### src/design/hbcr_pkg.sv
`timescale 1ns / 1ps
// hbcr_pkg: types, band codes, register indexes and target colors for the
// humidity band color ramp. No dependencies.
package hbcr_pkg;

    localparam int HUM_BITS   = 10;
    localparam int STALE_BITS = 16;
    localparam int BLINK_BITS = 8;
    localparam int CH_BITS    = 8;
    localparam int BAND_BITS  = 2;
    localparam int IDX_BITS   = 3;
    localparam int DATA_BITS  = 16;

    localparam logic [BAND_BITS-1:0] BAND_DRY     = 2'd0;
    localparam logic [BAND_BITS-1:0] BAND_OPTIMAL = 2'd1;
    localparam logic [BAND_BITS-1:0] BAND_DAMP    = 2'd2;
    localparam logic [BAND_BITS-1:0] BAND_ERROR   = 2'd3;

    localparam logic [IDX_BITS-1:0] REG_DRY_THRESHOLD  = 3'd0;
    localparam logic [IDX_BITS-1:0] REG_DAMP_THRESHOLD = 3'd1;
    localparam logic [IDX_BITS-1:0] REG_HYSTERESIS     = 3'd2;
    localparam logic [IDX_BITS-1:0] REG_STALE_TICKS    = 3'd3;
    localparam logic [IDX_BITS-1:0] REG_BLINK_TICKS    = 3'd4;

    localparam logic [HUM_BITS-1:0]   DRY_THRESHOLD_RST  = 10'd400;
    localparam logic [HUM_BITS-1:0]   DAMP_THRESHOLD_RST = 10'd700;
    localparam logic [HUM_BITS-1:0]   HYSTERESIS_RST     = 10'd20;
    localparam logic [STALE_BITS-1:0] STALE_TICKS_RST    = 16'd250;
    localparam logic [BLINK_BITS-1:0] BLINK_TICKS_RST    = 8'd25;

    localparam logic [CH_BITS-1:0] CH_FULL = 8'd255;
    localparam logic [CH_BITS-1:0] CH_OFF  = 8'd0;

    typedef struct packed {
        logic [HUM_BITS-1:0]   dry_threshold;
        logic [HUM_BITS-1:0]   damp_threshold;
        logic [HUM_BITS-1:0]   hysteresis;
        logic [STALE_BITS-1:0] stale_ticks;
        logic [BLINK_BITS-1:0] blink_ticks;
    } hbcr_cfg_t;

    typedef struct packed {
        logic [CH_BITS-1:0] red;
        logic [CH_BITS-1:0] green;
        logic [CH_BITS-1:0] blue;
    } hbcr_rgb_t;

    typedef struct packed {
        logic [BAND_BITS-1:0]  band_state;
        hbcr_rgb_t             ramp;
        logic                  blink_on;
        logic [BLINK_BITS-1:0] blink_count;
    } hbcr_state_t;

    typedef struct packed {
        hbcr_rgb_t            rgb;
        logic [BAND_BITS-1:0] band;
    } hbcr_pixel_t;

    function automatic hbcr_rgb_t target_color(input logic [BAND_BITS-1:0] band);
        hbcr_rgb_t t;
        unique case (band)
            BAND_DRY:     t = '{red: 8'd255, green: 8'd120, blue: 8'd0};
            BAND_OPTIMAL: t = '{red: 8'd0,   green: 8'd255, blue: 8'd100};
            BAND_DAMP:    t = '{red: 8'd0,   green: 8'd50,  blue: 8'd255};
            default:      t = '{red: 8'd0,   green: 8'd0,   blue: 8'd0};
        endcase
        return t;
    endfunction

    function automatic logic [CH_BITS-1:0] step_toward(input logic [CH_BITS-1:0] cur,
                                                       input logic [CH_BITS-1:0] target);
        logic [CH_BITS-1:0] r;
        if (cur < target)
            r = cur + 1'b1;
        else if (cur > target)
            r = cur - 1'b1;
        else
            r = cur;
        return r;
    endfunction

endpackage

### src/design/hbcr_next.sv
`timescale 1ns / 1ps
// hbcr_next: per-tick next-state logic: sample age, band hysteresis,
// color ramp and error blink. Depends on hbcr_pkg.
module hbcr_next #(
    parameter int AGE_BITS = 16
) (
    input  hbcr_pkg::hbcr_cfg_t              cfg,
    input  hbcr_pkg::hbcr_state_t            st,
    input  logic [AGE_BITS-1:0]              age,
    input  logic [hbcr_pkg::HUM_BITS-1:0]    humidity,
    input  logic                             sample_fresh,
    output hbcr_pkg::hbcr_state_t            st_next,
    output logic [AGE_BITS-1:0]              age_next,
    output hbcr_pkg::hbcr_pixel_t            pixel
);
    import hbcr_pkg::*;

    localparam int CMP_BITS = (AGE_BITS > STALE_BITS) ? AGE_BITS : STALE_BITS;

    logic [CMP_BITS-1:0]   age_ext;
    logic [CMP_BITS-1:0]   stale_ext;
    logic [HUM_BITS:0]     hum_plus_hyst;
    logic [BAND_BITS-1:0]  band_next;
    hbcr_rgb_t             target;
    logic [BLINK_BITS-1:0] blink_inc;

    always_comb
    begin
        if (sample_fresh)
            age_next = '0;
        else if (age != {AGE_BITS{1'b1}})
            age_next = age + 1'b1;
        else
            age_next = age;
    end

    assign age_ext       = CMP_BITS'(age_next);
    assign stale_ext     = CMP_BITS'(cfg.stale_ticks);
    // one bit wider so the hysteresis sum never wraps
    assign hum_plus_hyst = {1'b0, humidity} + {1'b0, cfg.hysteresis};

    always_comb
    begin
        band_next = st.band_state;
        if (age_ext > stale_ext)
        begin
            band_next = BAND_ERROR;
        end
        else
        begin
            unique case (st.band_state)
                BAND_DRY:
                begin
                    if (humidity >= cfg.dry_threshold)
                        band_next = BAND_OPTIMAL;
                end
                BAND_OPTIMAL:
                begin
                    priority if (hum_plus_hyst < {1'b0, cfg.dry_threshold})
                        band_next = BAND_DRY;
                    else if (humidity >= cfg.damp_threshold)
                        band_next = BAND_DAMP;
                    else
                        band_next = BAND_OPTIMAL;
                end
                BAND_DAMP:
                begin
                    if (hum_plus_hyst < {1'b0, cfg.damp_threshold})
                        band_next = BAND_OPTIMAL;
                end
                default:
                    band_next = BAND_OPTIMAL;
            endcase
        end
    end

    assign target    = target_color(band_next);
    assign blink_inc = st.blink_count + 1'b1;

    always_comb
    begin
        st_next            = st;
        st_next.band_state = band_next;
        if (band_next != BAND_ERROR)
        begin
            st_next.ramp.red   = step_toward(st.ramp.red, target.red);
            st_next.ramp.green = step_toward(st.ramp.green, target.green);
            st_next.ramp.blue  = step_toward(st.ramp.blue, target.blue);
            pixel.rgb          = st_next.ramp;
        end
        else
        begin
            if (blink_inc >= cfg.blink_ticks)
            begin
                st_next.blink_on    = ~st.blink_on;
                st_next.blink_count = '0;
            end
            else
            begin
                st_next.blink_count = blink_inc;
            end
            // ramp restarts from black once the error clears
            st_next.ramp    = '0;
            pixel.rgb.red   = st_next.blink_on ? CH_FULL : CH_OFF;
            pixel.rgb.green = CH_OFF;
            pixel.rgb.blue  = CH_OFF;
        end
        pixel.band = band_next;
    end

endmodule

### src/design/humidity_band_color_ramp_top.sv
`timescale 1ns / 1ps
// humidity_band_color_ramp_top: top level with config registers, tick state
// and the result register. Depends on hbcr_pkg and hbcr_next.
//
// Usage:
//   in channel   (in_valid/in_ready): one transfer per 20 ms tick carrying
//                humidity (tenths of a percent) and sample_fresh.
//   out channel  (out_valid/out_ready): one pixel color and band per tick.
//   cfg channel  (cfg_valid/cfg_ready): register index and write data;
//                cfg_ready is always high, unknown indexes are dropped.
//                Write only while no tick is in flight.
// Latency: the result for a tick is presented the cycle after its transfer.
// Throughput: one tick per cycle when not stalled; tick state and result
//   register update in the transfer cycle by a single combinational pass.
// Stall: while a result waits and out_ready is low the result register holds
//   its value and in_ready drops; it rises in the cycle the result is taken.
// Reset: thresholds return to 400/700, hysteresis 20, stale limit 250,
//   blink period 25; band is optimal, ramp black, blink off, age zero,
//   no result pending.
module humidity_band_color_ramp_top #(
    parameter int AGE_BITS = 16
) (
    input  logic                                clk,
    input  logic                                rst_n,
    input  logic                                in_valid,
    output logic                                in_ready,
    input  logic [hbcr_pkg::HUM_BITS-1:0]       humidity,
    input  logic                                sample_fresh,
    output logic                                out_valid,
    input  logic                                out_ready,
    output logic [hbcr_pkg::CH_BITS-1:0]        red,
    output logic [hbcr_pkg::CH_BITS-1:0]        green,
    output logic [hbcr_pkg::CH_BITS-1:0]        blue,
    output logic [hbcr_pkg::BAND_BITS-1:0]      band,
    input  logic                                cfg_valid,
    output logic                                cfg_ready,
    input  logic [hbcr_pkg::IDX_BITS-1:0]       cfg_index,
    input  logic [hbcr_pkg::DATA_BITS-1:0]      cfg_data
);
    import hbcr_pkg::*;

    hbcr_cfg_t           cfg_reg;
    hbcr_state_t         st_reg;
    hbcr_state_t         st_next;
    logic [AGE_BITS-1:0] age_reg;
    logic [AGE_BITS-1:0] age_next;
    hbcr_pixel_t         pixel_reg;
    hbcr_pixel_t         pixel_next;
    logic                out_valid_reg;
    logic                in_xfer;

    assign cfg_ready = 1'b1;
    assign in_ready  = ~out_valid_reg | out_ready;
    assign in_xfer   = in_valid & in_ready;

    always_ff @(posedge clk or negedge rst_n)
    begin
        if (!rst_n)
        begin
            cfg_reg.dry_threshold  <= DRY_THRESHOLD_RST;
            cfg_reg.damp_threshold <= DAMP_THRESHOLD_RST;
            cfg_reg.hysteresis     <= HYSTERESIS_RST;
            cfg_reg.stale_ticks    <= STALE_TICKS_RST;
            cfg_reg.blink_ticks    <= BLINK_TICKS_RST;
        end
        else if (cfg_valid)
        begin
            unique case (cfg_index)
                REG_DRY_THRESHOLD:  cfg_reg.dry_threshold  <= cfg_data[HUM_BITS-1:0];
                REG_DAMP_THRESHOLD: cfg_reg.damp_threshold <= cfg_data[HUM_BITS-1:0];
                REG_HYSTERESIS:     cfg_reg.hysteresis     <= cfg_data[HUM_BITS-1:0];
                REG_STALE_TICKS:    cfg_reg.stale_ticks    <= cfg_data[STALE_BITS-1:0];
                REG_BLINK_TICKS:    cfg_reg.blink_ticks    <= cfg_data[BLINK_BITS-1:0];
                default:            ;
            endcase
        end
    end

    hbcr_next #(
        .AGE_BITS (AGE_BITS)
    ) u_next (
        .cfg          (cfg_reg),
        .st           (st_reg),
        .age          (age_reg),
        .humidity     (humidity),
        .sample_fresh (sample_fresh),
        .st_next      (st_next),
        .age_next     (age_next),
        .pixel        (pixel_next)
    );

    always_ff @(posedge clk or negedge rst_n)
    begin
        if (!rst_n)
        begin
            st_reg.band_state  <= BAND_OPTIMAL;
            st_reg.ramp        <= '0;
            st_reg.blink_on    <= 1'b0;
            st_reg.blink_count <= '0;
            age_reg            <= '0;
            out_valid_reg      <= 1'b0;
        end
        else
        begin
            if (in_xfer)
            begin
                st_reg  <= st_next;
                age_reg <= age_next;
            end
            if (in_xfer)
                out_valid_reg <= 1'b1;
            else if (out_ready)
                out_valid_reg <= 1'b0;
        end
    end

    always_ff @(posedge clk)
    begin
        if (in_xfer)
            pixel_reg <= pixel_next;
    end

    assign out_valid = out_valid_reg;
    assign red       = pixel_reg.rgb.red;
    assign green     = pixel_reg.rgb.green;
    assign blue      = pixel_reg.rgb.blue;
    assign band      = pixel_reg.band;

endmodule

### config.mk
export PLATFORM = sky130hd
export DESIGN_NAME = humidity_band_color_ramp_top
export DESIGN_NICKNAME = d
export VERILOG_FILES = /design/src/design/hbcr_pkg.sv /design/src/design/hbcr_next.sv /design/src/design/humidity_band_color_ramp_top.sv
export SDC_FILE = /design/constraint.sdc
export NUM_CORES = 1
export LEC_CHECK = 0
export BUFFER_PORTS_ARGS = -buffer_cell sky130_fd_sc_hd__buf_2
export CAP_MARGIN = 20
export CORE_MARGIN = 8
export CORE_UTILIZATION = 40
export CTS_BUF_LIST = sky130_fd_sc_hd__clkbuf_4 sky130_fd_sc_hd__clkbuf_8 sky130_fd_sc_hd__clkbuf_16
export CTS_CLUSTER_DIAMETER = 60
export DETAILED_ROUTE_END_ITERATION = 8
export GPL_ROUTABILITY_DRIVEN = 0
export HOLD_SLACK_MARGIN = 0.05
export PLACE_DENSITY_LB_ADDON = 0.08
export SYNTH_ARGS = -nofsm -noshare
export SYNTH_HDL_FRONTEND = slang
export SYNTH_SLANG_ARGS = --single-unit
### constraint.sdc
create_clock -name clk -period 11 [get_ports clk]
set_input_delay 0.55 -clock clk [delete_from_list [all_inputs] [get_ports clk]]
set_output_delay 0.55 -clock clk [all_outputs]
set_load 0.05 [all_outputs]
==> out/metrics.yaml <==
worst_setup_path:
  critPathLaunchType: "register"
  reg2reg_depth: 24
  path_cells: "and3_4 -> nand3_4 -> or4_4 -> nand2b_4 -> nor3_4 -> xnor2_1 -> nor2_1 -> ha_1 -> nand2_1 -> nor3_1 -> o31a_1 -> a2bb2oi_1 -> a211oi_1 -> o21ai_0 -> ha_2 -> buf_4 -> o21bai_1 -> ha_1 -> nand2_1 -> o21ai_0 -> or2_2 -> o32a_1 -> xor2_1 -> nor2_1"
  critPathArrivalTime_ps: 6550
  crit-reg2reg-launch: "age_reg[3]"
  critical_path_required_ps: 11140
  critPathMaxFanout: 63
  worst-path-buf-inv: 1
  critPathTopFamily: "simple AND/OR/NAND/NOR gates"
  cp.depth: 24
  slowest_stage: "or4_4"
  cp-end-kind: "register"
  setup.worst_path.start: "age_reg[3]"
  crit_type: "reg -> reg"
  slowest_delay_ps: 600
synth:
  ys_types: 82
  ys_top_cells_by_area: "dfrtp_1, ha_1, edfxtp_1, dfstp_2, o21ai_0"
  ys_seq_area_frac: 0.372
  synth_flop_cell: "dfrtp_1"
  ys_ff_latch: 132
  avgSynthCellArea_um2: 9.22
  synth-async-reset-ratio: 0.803
  synth_area_leader_cell: "dfrtp_1"
  syn_inst: 1009
  synth_top_cell_area_share: 0.229
  synth_edf_count: 26
  yosysWarnings: 0
  syn_nets: 1154
  synth.cell_area_um2: 9310
clock_network:
  clkSinkCount: 132
  cts-root-buf: "clkbuf_16"
  cts_setup_buffers: 0
  clkSlewWorstSetupHoldPaths_ps: 60
  numCtsBuffers: 17
  clk_latency_ps: 420
  clockBufferDepth: 2
  hold_buffers: 0
  cts_tree: "done"
  htreeDepth: 4
  cts_resized: 0
timing:
  tns_ps: 0
  skew_ps: 13.0
  min_period_ps: 6410
  setup_viol: 0
  worst_pin_slew_ps: 956
  maxSlewHeadroom: 0.346
  timing.hold.ws_ps: 112
  finalCritPeriodShare: 0.583
  hold_viol_final: 0
  rsz0062_at_grt: "no"
  fmax_ghz: 0.156
  slew_viol_final: 0
finish:
  final_util: 0.451
  final_nets: 1203
  most-common-layout-cells: "ha_1, nand2_1, dfrtp_1"
  stdcell_count: 1361
  drive_above_1_share: 0.166
  diodes: 0
  n_fill_cell: 2284
  final_common_cell: "ha_1"
  area_growth_pct: 12.2
  largest_reg_flops: 54
placed_design:
  dp_hpwl_um: 15400
  dp.cells: 1329
  place.port_buffers: 62
floorplan:
  die-width_um: 169
  start_util: 0.402
  fp.coreArea_um2: 23100
  rows: 56
  die_y_um: 169
  die_area_um2: 28400
  pin_count: 64
power_and_ir_drop:
  p_per_area_nw_per_um2: 263
  peakVddDrop_uv: 93.8
  leakagePower_nw: 4.55
drt:
  via_count: 7180
  drt_iter0_drc: 367
  drtAntennaViolNets: 0
  firstDrtPassIters: 4
  routed_via_density: 5.28
  wl_per_cell_um: 15.7
  wl_um: 21400
  drc: 0
global_route:
  grtUsageMet1: 0.211
  met2_usage: 0.253
  grt_usage: 0.157
  grt_pass1_vias: 7044
  grtUsageMet3: 0.0307
  grt_pass1_wl_um: 36300
  grt.busiest_layer: "met2"
  grt_max_degree: 70
  overflow: 0
  antenna_found_initial: 1
job:
  maxCapViolCount: 0
run_status:
  status: "completed"
worst_hold_path:
  hold_path.class: "in -> async"
area by class of cell:
cell class | instances | area, µm² | share of cell area
tap | 290 | 363 | 0.0348
inverter | 62 | 233 | 0.0223
sequential | 132 | 3460 | 0.331
timing repair buffer | 69 | 365 | 0.0350
clock inverter | 7 | 45.0 | 0.00432
clock buffer | 25 | 528 | 0.0506
multi-input combinational | 776 | 5440 | 0.522
logic make-up after synthesis:
family | share of synthesized area
flip-flops | 0.372
multiplexers | 0.0612
AO/OA/AOI/OAI | 0.156
AND/OR/NAND/NOR | 0.183
other | 0.000403
XOR/XNOR | 0.0348
adder cells (fa/ha/maj) | 0.149
buffers and inverters | 0.0438
final timing paths:
path	to	slack, ps
hold / removal	cfg_reg[27]	110
max in group asynchronous	st_reg[9]	9580
setup / recovery	green[5]	4590
hold reg to reg	st_reg[7]	500
setup reg to reg	green[5]	4590
min in group clk	out_valid	360
through the flow:
stage | power, mW | cell area [µm²] | setup slack, ps
floorplan | 1.90 | 9310 | 4890
global placement | 2.20 | 9860 | 4420
detailed placement | 2.21 | 9860 | 4340
CTS | 2.77 | 10400 | 4560
global route | 3.00 | 10400 | 4000
finish | 2.74 | 10400 | 4590
synth_stat cells (all sizes together), types with 24 or more instances:
cell / n
inv: 62
mux2: 31
o21ai: 87
clkbuf: 35
nor3: 38
xnor2: 24
nand2: 99
nor2: 81
nand3: 42
ha: 109
edfxtp: 26
a21oi: 52
dfrtp: 85
power by group:
group	total [mW]	switching, mW	internal, mW
clock network	0.546	0.214	0.332
registers	0.818	0.137	0.681
logic	1.38	0.830	0.547
layer usage:
layer,up-vias,share of wire
li1,3724,-
met1,3350,0.50
met2,91,0.46
met3,13,0.030
met4,2,0.0099
met5,-,0.00037
worst reg2reg max path, stage by stage, from the launching register on:
cell       delay (ps)
dfrtp_1           450
and3_4            260
nand3_4           130
or4_4             610
nand2b_4          200
nor3_4             70
xnor2_1           140
nor2_1             80
ha_1              330
nand2_1            70
nor3_1            270
o31a_1            190
a2bb2oi_1         430
a211oi_1          160
o21ai_0           240
ha_2              230
buf_4             490
o21bai_1          240
ha_1              280
nand2_1            60
o21ai_0           210
or2_2             420
o32a_1            410
xor2_1            140
nor2_1             50
Note: power is estimated with default switching activity, not from simulation.
